## src/rtl/lmpba_pkg.sv

```systemverilog
// Shared types and constants of the low-memory page bitmap allocator.
package lmpba_pkg;

	localparam int MEM_LIMIT    = 1024 * 1024;
	localparam int ADDR_LIMIT_W = 20;
	localparam int WORD_W       = 32;
	localparam int BIT_W        = 5;
	// Widest page index over the supported page sizes (1 MB / 512 B).
	localparam int IDX_MAX_W    = 11;
	localparam int QUEUE_DEPTH  = 2;
	localparam int QPTR_W       = 1;

	typedef enum logic [1:0] {
		OP_RESERVE = 2'd0,
		OP_ALLOC   = 2'd1,
		OP_RELEASE = 2'd2
	} op_t;

	typedef enum logic [1:0] {
		CMD_NONE,
		CMD_MARK,
		CMD_ALLOC,
		CMD_CLEAR
	} cmd_kind_t;

	typedef struct packed {
		cmd_kind_t              kind;
		logic [IDX_MAX_W-1:0]   first;
		logic [IDX_MAX_W-1:0]   last;
	} cmd_t;

	typedef struct packed {
		logic full;
		logic empty;
	} queue_status_t;

	typedef enum logic [1:0] {
		ST_IDLE,
		ST_READ,
		ST_MODIFY,
		ST_RESULT
	} back_state_t;

endpackage

```

## src/rtl/lmpba_if.sv

```systemverilog
// Request and response channel interfaces of the page allocator.
interface lmpba_req_if;
	logic        valid;
	logic        ready;
	logic [1:0]  opcode;
	logic [31:0] address;
	logic [31:0] length;

	modport source(output valid, opcode, address, length, input ready);
	modport sink(input valid, opcode, address, length, output ready);
endinterface

interface lmpba_rsp_if;
	logic        valid;
	logic        ready;
	logic [19:0] page_address;
	logic        out_of_pages;

	modport source(output valid, page_address, out_of_pages, input ready);
	modport sink(input valid, page_address, out_of_pages, output ready);
endinterface

```

## src/rtl/lmpba_ram.sv

```systemverilog
// Generic simple dual-port RAM with registered read.
module lmpba_ram #(
	parameter int WIDTH = 32,
	parameter int DEPTH = 8
) (
	input  logic                                 clk,
	input  logic                                 we,
	input  logic [(DEPTH > 1 ? $clog2(DEPTH) : 1)-1:0] waddr,
	input  logic [WIDTH-1:0]                     wdata,
	input  logic [(DEPTH > 1 ? $clog2(DEPTH) : 1)-1:0] raddr,
	output logic [WIDTH-1:0]                     rdata
);
	logic [WIDTH-1:0] mem_q [DEPTH];

	always_ff @(posedge clk) begin
		if (we) begin
			mem_q[waddr] <= wdata;
		end
		rdata <= mem_q[raddr];
	end
endmodule

```

## src/rtl/lmpba_front.sv

```systemverilog
// Front end: accepts requests and turns them into clipped page-range commands.
module lmpba_front import lmpba_pkg::*; #(
	parameter int PAGE_BYTES = 4096,
	parameter int PAGE_COUNT = 256
) (
	input  logic          clk,
	input  logic          arst_n,
	lmpba_req_if.sink     req,
	input  logic          queue_full,
	output logic          push,
	output cmd_t          push_cmd
);
	localparam int PAGE_SHIFT  = $clog2(PAGE_BYTES);
	localparam int LIMIT_PAGES = MEM_LIMIT / PAGE_BYTES;
	localparam int LIVE_PAGES  = (PAGE_COUNT < LIMIT_PAGES) ? PAGE_COUNT : LIMIT_PAGES;
	localparam int PG_W        = ADDR_LIMIT_W - PAGE_SHIFT;

	logic                    below_limit;
	logic [32:0]             end_m1;
	logic [ADDR_LIMIT_W-1:0] last_byte;
	logic [PG_W-1:0]         first_pg;
	logic [PG_W-1:0]         last_pg;
	logic [PG_W-1:0]         last_clip;
	logic                    first_live;
	cmd_t                    cmd_d;
	logic                    vld_s1;
	cmd_t                    cmd_s1;

	always_comb begin
		below_limit = (req.address[31:ADDR_LIMIT_W] == '0);
		end_m1      = {1'b0, req.address} + {1'b0, req.length} - 33'd1;
		last_byte   = (end_m1[32:ADDR_LIMIT_W] != '0) ? '1 : end_m1[ADDR_LIMIT_W-1:0];
		first_pg    = req.address[ADDR_LIMIT_W-1:PAGE_SHIFT];
		last_pg     = last_byte[ADDR_LIMIT_W-1:PAGE_SHIFT];
		first_live  = {1'b0, first_pg} < (PG_W+1)'(LIVE_PAGES);
		last_clip   = ({1'b0, last_pg} < (PG_W+1)'(LIVE_PAGES)) ? last_pg
			: PG_W'(LIVE_PAGES - 1);
		cmd_d.kind  = CMD_NONE;
		cmd_d.first = IDX_MAX_W'(first_pg);
		cmd_d.last  = IDX_MAX_W'(last_clip);
		case (op_t'(req.opcode))
			OP_RESERVE: begin
				if (below_limit && (req.length != '0) && first_live) begin
					cmd_d.kind = CMD_MARK;
				end
			end
			OP_ALLOC: begin
				cmd_d.kind = CMD_ALLOC;
			end
			OP_RELEASE: begin
				if ((req.address != '0) && below_limit && first_live) begin
					cmd_d.kind = CMD_CLEAR;
				end
			end
			default: begin
				cmd_d.kind = CMD_NONE;
			end
		endcase
	end

	assign push      = vld_s1 && !queue_full;
	assign push_cmd  = cmd_s1;
	assign req.ready = !vld_s1 || !queue_full;

	always_ff @(posedge clk or negedge arst_n) begin
		if (!arst_n) begin
			vld_s1 <= 1'b0;
		end else if (req.ready) begin
			vld_s1 <= req.valid;
		end
	end

	always_ff @(posedge clk) begin
		if (req.valid && req.ready) begin
			cmd_s1 <= cmd_d;
		end
	end
endmodule

```

## src/rtl/lmpba_fifo.sv

```systemverilog
// Two-entry command queue between front end and back end.
module lmpba_fifo import lmpba_pkg::*; (
	input  logic          clk,
	input  logic          arst_n,
	input  logic          push,
	input  cmd_t          push_cmd,
	input  logic          pop,
	output cmd_t          head,
	output queue_status_t status
);
	cmd_t              mem_q [QUEUE_DEPTH];
	logic [QPTR_W-1:0] wr_ptr_q;
	logic [QPTR_W-1:0] rd_ptr_q;
	logic [QPTR_W:0]   cnt_q;

	assign head         = mem_q[rd_ptr_q];
	assign status.full  = (cnt_q == (QPTR_W+1)'(QUEUE_DEPTH));
	assign status.empty = (cnt_q == '0);

	always_ff @(posedge clk or negedge arst_n) begin
		if (!arst_n) begin
			wr_ptr_q <= '0;
			rd_ptr_q <= '0;
			cnt_q    <= '0;
		end else begin
			if (push) begin
				wr_ptr_q <= wr_ptr_q + 1'b1;
			end
			if (pop) begin
				rd_ptr_q <= rd_ptr_q + 1'b1;
			end
			if (push && !pop) begin
				cnt_q <= cnt_q + 1'b1;
			end else if (pop && !push) begin
				cnt_q <= cnt_q - 1'b1;
			end
		end
	end

	always_ff @(posedge clk) begin
		if (push) begin
			mem_q[wr_ptr_q] <= push_cmd;
		end
	end
endmodule

```

## src/rtl/lmpba_back.sv

```systemverilog
// Back end: word-serial read-modify-write of the page bitmap and result register.
module lmpba_back import lmpba_pkg::*; #(
	parameter int PAGE_BYTES = 4096,
	parameter int PAGE_COUNT = 256
) (
	input  logic          clk,
	input  logic          arst_n,
	input  cmd_t          head,
	input  queue_status_t status,
	output logic          pop,
	lmpba_rsp_if.source   rsp
);
	localparam int PAGE_SHIFT  = $clog2(PAGE_BYTES);
	localparam int LIMIT_PAGES = MEM_LIMIT / PAGE_BYTES;
	localparam int LIVE_PAGES  = (PAGE_COUNT < LIMIT_PAGES) ? PAGE_COUNT : LIMIT_PAGES;
	localparam int NWORDS      = (LIVE_PAGES + WORD_W - 1) / WORD_W;
	localparam int WIDX_W      = (NWORDS > 1) ? $clog2(NWORDS) : 1;
	localparam int TAIL        = LIVE_PAGES % WORD_W;
	localparam logic [WORD_W-1:0] TAIL_MASK = (TAIL == 0) ? '0 : ({WORD_W{1'b1}} << TAIL);
	localparam logic [WIDX_W-1:0] LAST_WORD = WIDX_W'(NWORDS - 1);

	back_state_t             state_q, state_d;
	cmd_t                    cmd_q, cmd_d;
	logic [WIDX_W-1:0]       w_q, w_d;
	logic [ADDR_LIMIT_W-1:0] res_addr_q, res_addr_d;
	logic                    res_oop_q, res_oop_d;
	logic                    load_out;
	logic                    out_vld_q;
	logic [ADDR_LIMIT_W-1:0] out_addr_q;
	logic                    out_oop_q;
	logic [NWORDS-1:0]       vld_q;

	logic                    ram_we;
	logic [WORD_W-1:0]       ram_wdata;
	logic [WORD_W-1:0]       ram_rdata;
	logic [WORD_W-1:0]       eff;
	logic [WIDX_W-1:0]       fw, lw;
	logic [BIT_W-1:0]        lo, hi, lo_eff, hi_eff;
	logic [WORD_W-1:0]       mark_mask;
	logic [WORD_W-1:0]       excl;
	logic [WORD_W-1:0]       cand;
	logic                    found;
	logic [BIT_W-1:0]        bsel;
	logic [31:0]             page_byte;

	lmpba_ram #(
		.WIDTH(WORD_W),
		.DEPTH(NWORDS)
	) u_map (
		.clk   (clk),
		.we    (ram_we),
		.waddr (w_q),
		.wdata (ram_wdata),
		.raddr (w_q),
		.rdata (ram_rdata)
	);

	// word datapath
	always_comb begin
		eff       = vld_q[w_q] ? ram_rdata : '0;
		fw        = WIDX_W'(cmd_q.first >> BIT_W);
		lw        = WIDX_W'(cmd_q.last >> BIT_W);
		lo        = cmd_q.first[BIT_W-1:0];
		hi        = cmd_q.last[BIT_W-1:0];
		lo_eff    = (w_q == fw) ? lo : '0;
		hi_eff    = (w_q == lw) ? hi : '1;
		mark_mask = ({WORD_W{1'b1}} << lo_eff) & ({WORD_W{1'b1}} >> (BIT_W'(WORD_W - 1) - hi_eff));
		excl      = (w_q == LAST_WORD) ? TAIL_MASK : '0;
		if (w_q == '0) begin
			excl[0] = 1'b1;
		end
		cand  = ~eff & ~excl;
		found = |cand;
		bsel  = '0;
		for (int b = WORD_W - 1; b >= 0; b--) begin
			if (cand[b]) begin
				bsel = BIT_W'(b);
			end
		end
		page_byte = 32'({w_q, bsel}) << PAGE_SHIFT;
	end

	always_comb begin
		state_d    = state_q;
		cmd_d      = cmd_q;
		w_d        = w_q;
		res_addr_d = res_addr_q;
		res_oop_d  = res_oop_q;
		pop        = 1'b0;
		ram_we     = 1'b0;
		ram_wdata  = eff;
		load_out   = 1'b0;
		case (state_q)
			ST_IDLE: begin
				if (!status.empty) begin
					pop        = 1'b1;
					cmd_d      = head;
					res_addr_d = '0;
					res_oop_d  = 1'b0;
					w_d        = (head.kind == CMD_ALLOC) ? '0 : WIDX_W'(head.first >> BIT_W);
					state_d    = (head.kind == CMD_NONE) ? ST_RESULT : ST_READ;
				end
			end
			ST_READ: begin
				state_d = ST_MODIFY;
			end
			ST_MODIFY: begin
				case (cmd_q.kind)
					CMD_MARK: begin
						ram_we    = 1'b1;
						ram_wdata = eff | mark_mask;
						if (w_q == lw) begin
							state_d = ST_RESULT;
						end else begin
							w_d     = w_q + 1'b1;
							state_d = ST_READ;
						end
					end
					CMD_CLEAR: begin
						ram_we    = 1'b1;
						ram_wdata = eff & ~(WORD_W'(1) << lo);
						state_d   = ST_RESULT;
					end
					CMD_ALLOC: begin
						if (found) begin
							ram_we     = 1'b1;
							ram_wdata  = eff | (WORD_W'(1) << bsel);
							res_addr_d = page_byte[ADDR_LIMIT_W-1:0];
							state_d    = ST_RESULT;
						end else if (w_q == LAST_WORD) begin
							res_oop_d = 1'b1;
							state_d   = ST_RESULT;
						end else begin
							w_d     = w_q + 1'b1;
							state_d = ST_READ;
						end
					end
					default: begin
						state_d = ST_RESULT;
					end
				endcase
			end
			ST_RESULT: begin
				if (!out_vld_q || rsp.ready) begin
					load_out = 1'b1;
					state_d  = ST_IDLE;
				end
			end
			default: begin
				state_d = ST_IDLE;
			end
		endcase
	end

	always_ff @(posedge clk or negedge arst_n) begin
		if (!arst_n) begin
			state_q <= ST_IDLE;
		end else begin
			state_q <= state_d;
		end
	end

	always_ff @(posedge clk or negedge arst_n) begin
		if (!arst_n) begin
			out_vld_q <= 1'b0;
			vld_q     <= '0;
		end else begin
			if (load_out) begin
				out_vld_q <= 1'b1;
			end else if (rsp.ready) begin
				out_vld_q <= 1'b0;
			end
			if (ram_we) begin
				vld_q[w_q] <= 1'b1;
			end
		end
	end

	always_ff @(posedge clk) begin
		cmd_q      <= cmd_d;
		w_q        <= w_d;
		res_addr_q <= res_addr_d;
		res_oop_q  <= res_oop_d;
		if (load_out) begin
			out_addr_q <= res_addr_q;
			out_oop_q  <= res_oop_q;
		end
	end

	assign rsp.valid        = out_vld_q;
	assign rsp.page_address = out_addr_q;
	assign rsp.out_of_pages = out_oop_q;

	a_out_from_result: assert property (@(posedge clk) disable iff (!arst_n)
		$rose(out_vld_q) |-> $past(state_q == ST_RESULT))
		else $error("result register loaded outside result state");

	a_oop_zero_addr: assert property (@(posedge clk) disable iff (!arst_n)
		out_vld_q && out_oop_q |-> out_addr_q == '0)
		else $error("failed allocate carries a nonzero address");

	a_we_modify: assert property (@(posedge clk) disable iff (!arst_n)
		ram_we |-> state_q == ST_MODIFY)
		else $error("bitmap write outside modify state");

	a_pop_idle: assert property (@(posedge clk) disable iff (!arst_n)
		pop |-> state_q == ST_IDLE && !status.empty)
		else $error("queue popped while busy or empty");
endmodule

```

## src/rtl/low_memory_page_bitmap_allocator.sv

```systemverilog
// Top level of the low-memory page bitmap allocator.
//
//   channel  dir  payload                          transfer when
//   req      in   opcode, address, length          req.valid && req.ready
//   rsp      out  page_address, out_of_pages       rsp.valid && rsp.ready
//
// The bitmap sits in a RAM of 32-bit words, one read-modify-write per word
// through a read state and a modify state. Release touches one word, reserve
// every word it spans, and allocate scans up from word 0 to the first free
// page, behind a front stage and the queue. Reset clears per-word valid bits,
// so the map reads as all free at once. Each side stalls on its own behind the
// two-entry queue and the result register.
module low_memory_page_bitmap_allocator import lmpba_pkg::*; #(
	parameter int PAGE_BYTES = 4096,
	parameter int PAGE_COUNT = 256
) (
	input  logic        clk,
	input  logic        arst_n,
	lmpba_req_if.sink   req,
	lmpba_rsp_if.source rsp
);
	logic          push;
	cmd_t          push_cmd;
	logic          pop;
	cmd_t          head;
	queue_status_t status;

	lmpba_front #(
		.PAGE_BYTES(PAGE_BYTES),
		.PAGE_COUNT(PAGE_COUNT)
	) u_front (
		.clk        (clk),
		.arst_n     (arst_n),
		.req        (req),
		.queue_full (status.full),
		.push       (push),
		.push_cmd   (push_cmd)
	);

	lmpba_fifo u_queue (
		.clk      (clk),
		.arst_n   (arst_n),
		.push     (push),
		.push_cmd (push_cmd),
		.pop      (pop),
		.head     (head),
		.status   (status)
	);

	lmpba_back #(
		.PAGE_BYTES(PAGE_BYTES),
		.PAGE_COUNT(PAGE_COUNT)
	) u_back (
		.clk    (clk),
		.arst_n (arst_n),
		.head   (head),
		.status (status),
		.pop    (pop),
		.rsp    (rsp)
	);
endmodule
```

## src/flat_wrapper.sv

```systemverilog
// flat-port wrapper written by rule: the top's interface ports become plain ports
module low_memory_page_bitmap_allocator_flat import lmpba_pkg::*;
#(
	parameter int PAGE_BYTES = 4096,
	parameter int PAGE_COUNT = 256
)
  (clk, arst_n, req_valid, req_opcode, req_address, req_length, req_ready, rsp_valid, rsp_page_address, rsp_out_of_pages, rsp_ready);
  lmpba_req_if req_i ();
  lmpba_rsp_if rsp_i ();
  input  logic clk;
  input  logic arst_n;
  input wire logic [$bits(req_i.valid)-1:0] req_valid;
  input wire logic [$bits(req_i.opcode)-1:0] req_opcode;
  input wire logic [$bits(req_i.address)-1:0] req_address;
  input wire logic [$bits(req_i.length)-1:0] req_length;
  output wire logic [$bits(req_i.ready)-1:0] req_ready;
  output wire logic [$bits(rsp_i.valid)-1:0] rsp_valid;
  output wire logic [$bits(rsp_i.page_address)-1:0] rsp_page_address;
  output wire logic [$bits(rsp_i.out_of_pages)-1:0] rsp_out_of_pages;
  input wire logic [$bits(rsp_i.ready)-1:0] rsp_ready;
  assign req_i.valid = req_valid;
  assign req_i.opcode = req_opcode;
  assign req_i.address = req_address;
  assign req_i.length = req_length;
  assign req_ready = req_i.ready;
  assign rsp_valid = rsp_i.valid;
  assign rsp_page_address = rsp_i.page_address;
  assign rsp_out_of_pages = rsp_i.out_of_pages;
  assign rsp_i.ready = rsp_ready;
  low_memory_page_bitmap_allocator #(.PAGE_BYTES(PAGE_BYTES), .PAGE_COUNT(PAGE_COUNT)) u_core (.clk(clk), .arst_n(arst_n), .req(req_i), .rsp(rsp_i));
endmodule
```

## config.mk

```make
export PLATFORM = sky130hd
export DESIGN_NAME = low_memory_page_bitmap_allocator_flat
export DESIGN_NICKNAME = d
export VERILOG_FILES = /design/src/rtl/lmpba_pkg.sv /design/src/rtl/lmpba_if.sv /design/src/rtl/lmpba_ram.sv /design/src/rtl/lmpba_front.sv /design/src/rtl/lmpba_fifo.sv /design/src/rtl/lmpba_back.sv /design/src/rtl/low_memory_page_bitmap_allocator.sv /design/src/flat_wrapper.sv
export SDC_FILE = /design/constraint.sdc
export NUM_CORES = 1
export LEC_CHECK = 0
export ABC_AREA = 1
export BUFFER_PORTS_ARGS = -buffer_cell sky130_fd_sc_hd__buf_2
export CAP_MARGIN = 20
export CORE_ASPECT_RATIO = 1.1
export CORE_UTILIZATION = 30
export CTS_CLUSTER_DIAMETER = 80
export DETAILED_ROUTE_END_ITERATION = 8
export PLACE_DENSITY = 0.43
export SYNTH_ARGS = -nofsm -noshare
export SYNTH_HDL_FRONTEND = slang
export SYNTH_SLANG_ARGS = --single-unit
```

## constraint.sdc

```tcl
create_clock -name clk -period 15.4 [get_ports clk]
set_clock_uncertainty 0.1 [all_clocks]
set_input_delay 0 -clock clk [delete_from_list [all_inputs] [get_ports clk]]
set_output_delay 0 -clock clk [all_outputs]
set_load 0.02 [all_outputs]
```

==> flow_summary.ini <==
[drt]
route.detailed.drc = 0
final_antenna_net_count = 0
finalWirelength_um = 58200
drtIter0Drc = 1024
vias_per_cell = 4.94
first_pass_iters = 8
wl_per_cell_um = 20.7
via_count = 13886

[setup_path]
reg2reg_slack_ps = 9770
crit_arrival_ps = 5740
cpMaxStageDelayCell = edfxtp_1
timing.rr.start = u_core.u_back.w_q[0]
cp_top_family = simple AND/OR/NAND/NOR gates
path_class = flop to flop
critPathCaptureType = flop
cp_max_fo = 33
slowest_delay_ps = 660
start_kind = flop
worst-path-buf-inv = 8
path_cells = inv_2 > nor2_4 > buf_4 > a22oi_2 > nand2_2 > nor2_4 > inv_2 > nand2_1 > inv_2 > a21oi_1 > inv_2 > nand2_1 > inv_2 > nand2_1 > nor2_2 > nand2_2 > inv_2 > nand2_1 > nand2_1 > nand2_1 > nand2_2 > nor2_4 > buf_4
required_ps = 15510
critPathLaunch = u_core.u_back.w_q[0]

[finish]
drive_gt1_frac = 0.112
design_area_um2 = 22000
num-fill-cells = 6384
nNetsFinal = 2084
multi_input_area_um2 = 6340
diodes = 0
ff_latch_area_um2 = 11500
instances_no_fill = 2811
area_growth_pct = 15.5

[clocking]
clockBufferDepth = 3
cts_setup_buffers = 0
path_clk_slew_ps = 60
cts_tree = built
numCtsBuffers = 41
htreeDepth = 2
root_buffer = clkbuf_16
clk_latency_ps = 580
cts_sinks = 397

[yosys]
yosysTopAreaCell = edfxtp_1
synthAdderAreaFrac = 0.0452
synth_common_cells = 349 x edfxtp_1, 344 x nand2_1, 248 x inv_1, 133 x nor2_1, 97 x o21ai_0
syn_inst = 1839
synthTopCellsByArea = edfxtp_1 55%, nand2_1 6.8%, inv_1 4.9%
ys_async_sr_fraction = 0.0403
synth-edff-count = 349
yosysMostFrequentCell = edfxtp_1
ys_seq_elements = 397
synthDistinctLibCells = 54
ys_warn_count = 0
avgSynthCellArea_um2 = 10.4
synth-xor-area-share = 0.0128
synth_top_family_by_area = simple AND/OR/NAND/NOR gates
ys.flop_type = edfxtp_1
synth_area_um2 = 19100
yosysTopAreaCellShare = 0.549
synth.mux.area_fraction = 0.000524
synth_compound_area_frac = 0.117
ys_seq_area_frac = 0.604
yosys.area_share.simple = 0.150

[power]
p_leak_nw = 8.46
ir_drop_mv = 0.0936
power_density_nw_per_um2 = 202

[placement]
place_hpwl_um = 39700
place_area_um2 = 20500
dp.cells = 2719
pre_cts_ws_ps = 9790
numPortBuffers = 80
gp_congestion = 0.923

[floorplanning]
die-area_um2 = 64600
die_y_um = 267
start_util = 0.305
fp-row-count = 96
ios = 93
die_w_um = 242
design.core.area_um2 = 62600

[timing]
finalCriticalPeriod_ps = 5630
hold_viol = 0
setup_ws_ps = 9770
timing.final.max_slew_violations = 0
max_slew.worst_pin.slew_ps = 1080
setup_viol = 0
maxSlewHeadroom = 0.282
min_period_over_period = 0.366
rsz0062_at_grt = no
holdWs_ps = 66.9
tns_ps = 0
fmax_ghz = 0.178

[global_routing]
grt_max_degree = 43
grt_pass1_vias = 14025
grt_pass1_wl_um = 87300
antenna_found_initial = 0
track_usage = 0.179
grt_overflow_total = 0

[hold_path]
min_from = rsp_ready
hold_class = input port to flop

[status]
status = complete, no violations

[job]
maxCapViolCount = 0
## metal layers
metal	GRT usage	vias to the layer above	routed length [um]
li1	-	6641	-
met1	0.213	6789	24000
met2	0.331	360	30000
met3	0.0209	96	2210
met4	0.0614	0	1990
met5	0	-	0
## final timing paths
path	to	cells past startpoint
min	u_core.u_back.rsp.valid	3
min in group asynchronous	u_core.u_queue.wr_ptr_q	3
min reg2reg	u_core.u_back.rsp.page_address[15]	0
max	u_core.u_back.u_map.mem_q[5][24]	23
max reg2reg	u_core.u_back.u_map.mem_q[5][24]	23
max in group asynchronous	u_core.u_back.vld_q[5]	3
## kinds of logic after synthesis
logic type,after synthesis
flops,397
xor+xnor,28
fa+ha+maj,69
compound gates,350
mux,1
buf+inv,336
simple gates,657
other cells,1
## cell type report
class,count,area share
timing repair buffer,122,0.0348
sequential,397,0.522
clock buffer,50,0.0499
inverter,266,0.0455
multi-input combinational,1117,0.288
clock inverter,26,0.0123
tap,833,0.0473
## tightest hold or removal path, cell delays in order
cell and delay, ps:
dlygate4sd3_1 520, buf_2 100, o21ai_0 70
## registers in the layout (all words and copies together) (netlist names)
register and flops:
u_core.u_queue.mem_q 36, u_core.u_front.vld_s1 1, u_core.u_back.rsp.page_address 8, u_core.u_back.rsp.out_of_pages 1, u_core.u_front.push_cmd 18, u_core.u_back.w_q 3
u_core.u_back.u_map.mem_q 256, u_core.u_back.res_addr_q 8, u_core.u_back.state_q 2, u_core.u_back.u_map.rdata 32, u_core.u_back.cmd_q 18, u_core.u_back.vld_q 8
u_core.u_back.res_oop_q 1, u_core.u_queue.rd_ptr_q 1, u_core.u_queue.cnt_q 2, u_core.u_queue.wr_ptr_q 1, u_core.u_back.rsp.valid 1
## through the flow
stage,util,power [mW]
floorplan,-,2.77
global placement,0.328,3.48
detailed placement,0.328,3.48
CTS,0.352,4.50
global route,0.352,4.70
finish,0.352,4.46
## placed cells by master, fill, tap and decap left out, types with 10 or more instances in the layout
cell and instances:
nor2_1 125, clkinv_1 13, edfxtp_1 349, ha_1 69, buf_4 25, a22oi_1 47
a31oi_1 10, o21ai_0 97, nor2_4 14, nor4_1 22, dfrtp_1 16, dfxtp_1 32
dlygate4sd3_1 16, nand2_1 344, a22o_1 13, buf_2 80, a21oi_1 87, nor3_1 15
o21ai_1 11, xor2_1 17, nand4_1 46, nand3_1 60, inv_2 12, a221oi_1 36
inv_1 248, xnor2_1 11, clkbuf_16 41, conb_1 12
## what timing repair did
item                                   in CTS  in global routing
endpoints found under the hold margin      30                  0
resized for setup                           0                  0
hold buffers                               16                  0
## report_power, final
part,total [mW],switching [mW],internal [mW]
logic,1.70,1.28,0.419
registers,1.75,0.143,1.61
clock network,1.00,0.424,0.581
No activity file was read; power rests on OpenSTA's default activity.
